### src/rtl/core/cht_pkg.sv
// Shared types and constants for the coordinate hash table unit.
// Used by cht_ctrl, cht_datapath and coord_hash_table_unit; depends on nothing.
`default_nettype none

package cht_pkg;

   // Table geometry. BUCKETS must be a power of two.
   localparam int BUCKETS   = 4096;
   localparam int MAX_NODES = 1024;

   localparam int BUCKET_AW = $clog2(BUCKETS);
   localparam int NODE_AW   = $clog2(MAX_NODES);
   localparam int NODE_LW   = $clog2(MAX_NODES + 1);

   localparam int COORD_W   = 16;
   localparam int KEY_W     = 3 * COORD_W;
   localparam int SUM_W     = COORD_W + 5;
   localparam int HANDLE_W  = 10;
   localparam int ENTRY_W   = 11;

   localparam logic OP_INSERT = 1'b0;
   localparam logic OP_LOOKUP = 1'b1;

   typedef enum logic [2:0] {
      ST_ADDED   = 3'd0,
      ST_PRESENT = 3'd1,
      ST_FULL    = 3'd2,
      ST_FOUND   = 3'd3,
      ST_MISSING = 3'd4
   } status_type;

   typedef struct packed {
      logic                      opcode;
      logic signed [COORD_W-1:0] coord_x;
      logic signed [COORD_W-1:0] coord_y;
      logic signed [COORD_W-1:0] coord_z;
   } req_type;

   typedef struct packed {
      status_type          status;
      logic [HANDLE_W-1:0] handle;
      logic [ENTRY_W-1:0]  entry_count;
   } rsp_type;

   // Controller to datapath.
   typedef struct packed {
      logic load;
      logic clear;
      logic hash_sum;
      logic hash_bucket;
      logic link_init;
      logic step;
      logic hit;
      logic finish;
   } cmd_type;

   // Datapath to controller.
   typedef struct packed {
      logic clear_last;
      logic walk_ok;
      logic key_match;
   } stat_type;

endpackage

`default_nettype wire

### src/rtl/core/cht_ctrl.sv
// Controller of the coordinate hash table: clearing pass, hashing and chain walk sequence.
// Depends on cht_pkg; commands cht_datapath.
`default_nettype none

module cht_ctrl (
   input  wire logic              clock,
   input  wire logic              reset,
   input  wire logic              start,
   input  wire cht_pkg::stat_type stat,
   output logic                   busy,
   output cht_pkg::cmd_type       cmd
);
   import cht_pkg::*;

   typedef enum logic [3:0] {
      S_CLEAR,
      S_IDLE,
      S_SUM,
      S_BKT,
      S_HRD,
      S_LINK,
      S_WALK,
      S_CMP,
      S_DONE
   } state_type;

   state_type state_ff;
   logic      busy_ff;

   always_comb begin
      cmd             = '0;
      cmd.load        = (state_ff == S_IDLE) && start;
      cmd.clear       = state_ff == S_CLEAR;
      cmd.hash_sum    = state_ff == S_SUM;
      cmd.hash_bucket = state_ff == S_BKT;
      cmd.link_init   = state_ff == S_LINK;
      cmd.hit         = (state_ff == S_CMP) && stat.key_match;
      cmd.step        = (state_ff == S_CMP) && !stat.key_match;
      cmd.finish      = state_ff == S_DONE;
   end

   always_ff @(posedge clock) begin
      if (reset) begin
         state_ff <= S_CLEAR;
         busy_ff  <= 1'b1;
      end else begin
         unique case (state_ff)
            S_CLEAR: begin
               if (stat.clear_last) begin
                  state_ff <= S_IDLE;
                  busy_ff  <= 1'b0;
               end
            end
            S_IDLE: begin
               if (start) begin
                  state_ff <= S_SUM;
                  busy_ff  <= 1'b1;
               end
            end
            S_SUM:  state_ff <= S_BKT;
            S_BKT:  state_ff <= S_HRD;
            // The bucket memory read happens in this state.
            S_HRD:  state_ff <= S_LINK;
            S_LINK: state_ff <= S_WALK;
            S_WALK: begin
               state_ff <= stat.walk_ok ? S_CMP : S_DONE;
            end
            S_CMP: begin
               state_ff <= stat.key_match ? S_DONE : S_WALK;
            end
            S_DONE: begin
               state_ff <= S_IDLE;
               busy_ff  <= 1'b0;
            end
            default: begin
               state_ff <= S_IDLE;
               busy_ff  <= 1'b0;
            end
         endcase
      end
   end

   assign busy = busy_ff;

endmodule

`default_nettype wire

### config.mk
export PLATFORM = sky130hd
export DESIGN_NAME = cht_ctrl
export DESIGN_NICKNAME = d
export VERILOG_FILES = /design/src/rtl/core/cht_pkg.sv /design/src/rtl/core/cht_ctrl.sv
export SDC_FILE = /design/constraint.sdc
export NUM_CORES = 1
export LEC_CHECK = 0
export ABC_AREA = 0
export BUFFER_PORTS_ARGS = -buffer_cell sky130_fd_sc_hd__buf_2
export CELL_PAD_IN_SITES_DETAIL_PLACEMENT = 1
export CELL_PAD_IN_SITES_GLOBAL_PLACEMENT = 2
export CORE_MARGIN = 2
export CORE_UTILIZATION = 23
export CTS_BUF_LIST = sky130_fd_sc_hd__clkbuf_4
export CTS_CLUSTER_DIAMETER = 200
export DETAILED_ROUTE_END_ITERATION = 8
export GPL_ROUTABILITY_DRIVEN = 0
export GPL_TIMING_DRIVEN = 0
export PLACE_DENSITY = 0.71
export SLEW_MARGIN = 25
export SYNTH_ARGS = -nofsm -noshare
export SYNTH_HDL_FRONTEND = slang
export SYNTH_SLANG_ARGS = --single-unit
### constraint.sdc
create_clock -name clock -period 1.05 [get_ports clock]
set_input_delay 0.105 -clock clock [delete_from_list [all_inputs] [get_ports clock]]
set_output_delay 0.105 -clock clock [all_outputs]
set_load 0.01 [all_outputs]
==> results.toml <==
[logic_synthesis]
yosysUniqueCellTypes = 21
synth_top_flop_cell = "dfxtp_1"
synth_top_area_share_pct = 27.03
async_flop_share_pct = 0
synth_most_common_cell = "nor3_1"
yosysTopAreaCell = "dfxtp_1"
synth_edf_count = 0
netlist_top_cells_count = "nor3_1, a21oi_1, dfxtp_1"
synthCells = 44
synth_seq_cells = 5
synthTopCellsByArea = "dfxtp_1, nor3_1, a21oi_1"
yosys_warnings = 0
ys_seq_area_share_pct = 27.03
synth.avg_cell_area_um2 = 8.417
synthesis.nets = 50
syn_area_um2 = 370.4

[finish]
fin_area_um2 = 719.4
n_fill_cell = 186
drive_gt1_share_pct = 73.33
area_growth_pct = 94.26
n_antenna_cell = 0
fin_nets = 82

[route]
dr.pass1.iters = 3
dr.first_iter.drc_count = 1
via_count = 454
viasPerCell = 4.989
drc = 0
antenna_left = 0
wl_per_cell_um = 14.82
wl_um = 1349

[sta]
setup_viol = 12
post-route-min-period_ns = 1.287
fin_skew_ns = 0.002295
fin_setup_tns_ns = -2.064
slew-limit-headroom_pct = 83.42
fin_ws_ns = -0.2366
clock.fmax_mhz = 777.3
final_max_slew_viol_count = 0
rsz0062_at_grt = "true"
hold_viol = 0
tightest_slew_ns = 0.2483
period_share_pct = 122.5

[worst_setup_path]
cp_top_family = "flip-flops"
arrival_ns = 1.18
path_max_fanout = 5
start_kind = "register"
cp_slowest_cell = "dfxtp_4"
end_kind = "primary output"
cp_num_buf_inv = 2
worstPathRequired_ns = 0.94
max_stage_delay_ns = 0.36
path_cells = "buf_6, nor4_4, buf_2"
path_class = "register to primary output"

[power_and_ir_drop]
p_sw_share_pct = 30.77
internal-power_uw = 511.4
clockPowerShare_pct = 35.1
p_leak_nw = 0.3143
finalPower_uw = 738.7
pwr_density_cell_nw_per_um2 = 1027
p_comb_share_pct = 36.2
power_switching_uw = 227.3
ir_worst_vdd_mv = 0.6001
seqPwrFrac_pct = 28.8

[outcome]
status = "complete, but fails checks"
violations = "setup timing"

[floorplan]
num_rows = 14
initial_core_util_pct = 24.58
die-area_um2 = 1947
die_height_um = 44.13
num_io_pins = 15
die_x_um = 44.13
coreArea_um2 = 1506

[place]
dp_slack_ns = -0.1450
dpl.hpwl_um = 749.1
port_buffers = 14
dpl_cell_area_um2 = 469.2

[clock_network]
cts_root_buf = "clkbuf_4"
clkLatencyLatePin_ns = 0.24
htree_num_levels = 1
cts_tree = "yes"
clock_path_buffers = 2
cts.sink_count = 5
clk_pin_slew_ns = 0.05
cts_buffers = 3

[global_routing]
grtUsageTotal_pct = 15.74
antenna_found_initial = 0
overflow = 0
grt_pass1_vias = 475
grt_pass1_wl_um = 2221
grt_max_degree = 8

[min_path]
hold_class = "primary input to register"

[run]
drv_cap = 0
-- layout by cell type, fill, tap and decap left out --
| master | n |
|---|---|
| buf_2 | 14 |
| buf_4 | 8 |
| nor3_2 | 6 |
| buf_6 | 6 |
| a21oi_1 | 5 |
| clkbuf_4 | 4 |
| buf_8 | 3 |
| dfxtp_4 | 3 |
| inv_1 | 2 |
| nor3_1 | 2 |
| nand2b_1 | 2 |
| nor2_1 | 2 |
| a2111oi_2 | 2 |
| clkinvlp_4 | 1 |
| or2b_4 | 1 |
| nand2_2 | 1 |
| nor4b_4 | 1 |
| nand3b_1 | 1 |
| nor3_4 | 1 |
| and2_1 | 1 |
| nor4_4 | 1 |
| or3_1 | 1 |
| a21oi_4 | 1 |
| a31o_1 | 1 |
| nor4b_2 | 1 |
| o21bai_1 | 1 |
| a21o_1 | 1 |
| dfxtp_1 | 1 |
| dfxtp_2 | 1 |
-- logic make-up after synthesis --
family          after synthesis  share of synthesized area, %
simple gates                 21                         37.16
compound gates               11                         22.64
buf+inv                       7                         13.17
flops                         5                         27.03
-- what timing repair did --
| action | 4_1_cts | 5_1_grt |
|---|---|---|
| hold buffers | 0 | 0 |
| hold endpoints to repair | 0 | 0 |
| gates cloned | 1 | 0 |
| buffers inserted | 10 | 4 |
| setup endpoints to repair | 13 | 13 |
| resized for setup | 20 | 14 |
| pin swaps | 4 | 5 |
-- power groups by stage --
stage | Combinational [mW] | Sequential [mW] | Clock (mW)
global route | 0.289 | 0.214 | 0.281
floorplan | 0.115 | 0.219 | 0
finish | 0.267 | 0.213 | 0.259
detailed placement | 0.169 | 0.218 | 0
CTS | 0.229 | 0.217 | 0.259
global placement | 0.169 | 0.218 | 0
-- metal layers --
metal	share of wire (%)	vias to the layer above	track usage [%]
met4	0.52	0	7.273
met3	4.5	2	2.857
li1	-	221	-
met2	49	10	26.47
met5	0	-	0
met1	46	221	19.35
-- worst register-to-register path: stages (launching register included) --
cell and delay, ns:
dfxtp_4 0.36, buf_8 0.14, buf_6 0.11, a31o_1 0.19, a2111oi_2 0.28
-- stage by stage --
step                cells  hold WS (ns)  utilization (%)
floorplan              44        0.1739                -
global placement       74        0.3838            31.15
detailed placement     74        0.3895            31.15
CTS                    89        0.1227            43.60
global route           91        0.1298            47.76
finish                 91        0.1264            47.76
-- flip-flops by register name (all words and copies together), names as in the netlist --
signal,count
state_ff,4
busy,1
-- area by class of cell --
cell class                      count  area (um^2)  area share [%]
Multi-Input combinational cell     32        299.0           41.57
Timing Repair Buffer               28        197.7           27.48
Sequential cell                     5        112.6           15.65
Buffer                              3        45.04           6.261
Clock buffer                        4        30.03           4.174
Tap cell                           16        20.02           2.783
Inverter                            3        15.01           2.087
-- final timing paths --
check	cells past startpoint	endpoint	startpoint	slack, ns
max reg2reg	4	state_ff[2]	state_ff[2]	-0.13
max	3	cmd[6]	state_ff[3]	-0.24
min reg2reg	2	busy	busy	0.54
min	3	state_ff[0]	stat[2]	0.13
Power figures use the tool's default switching activity.
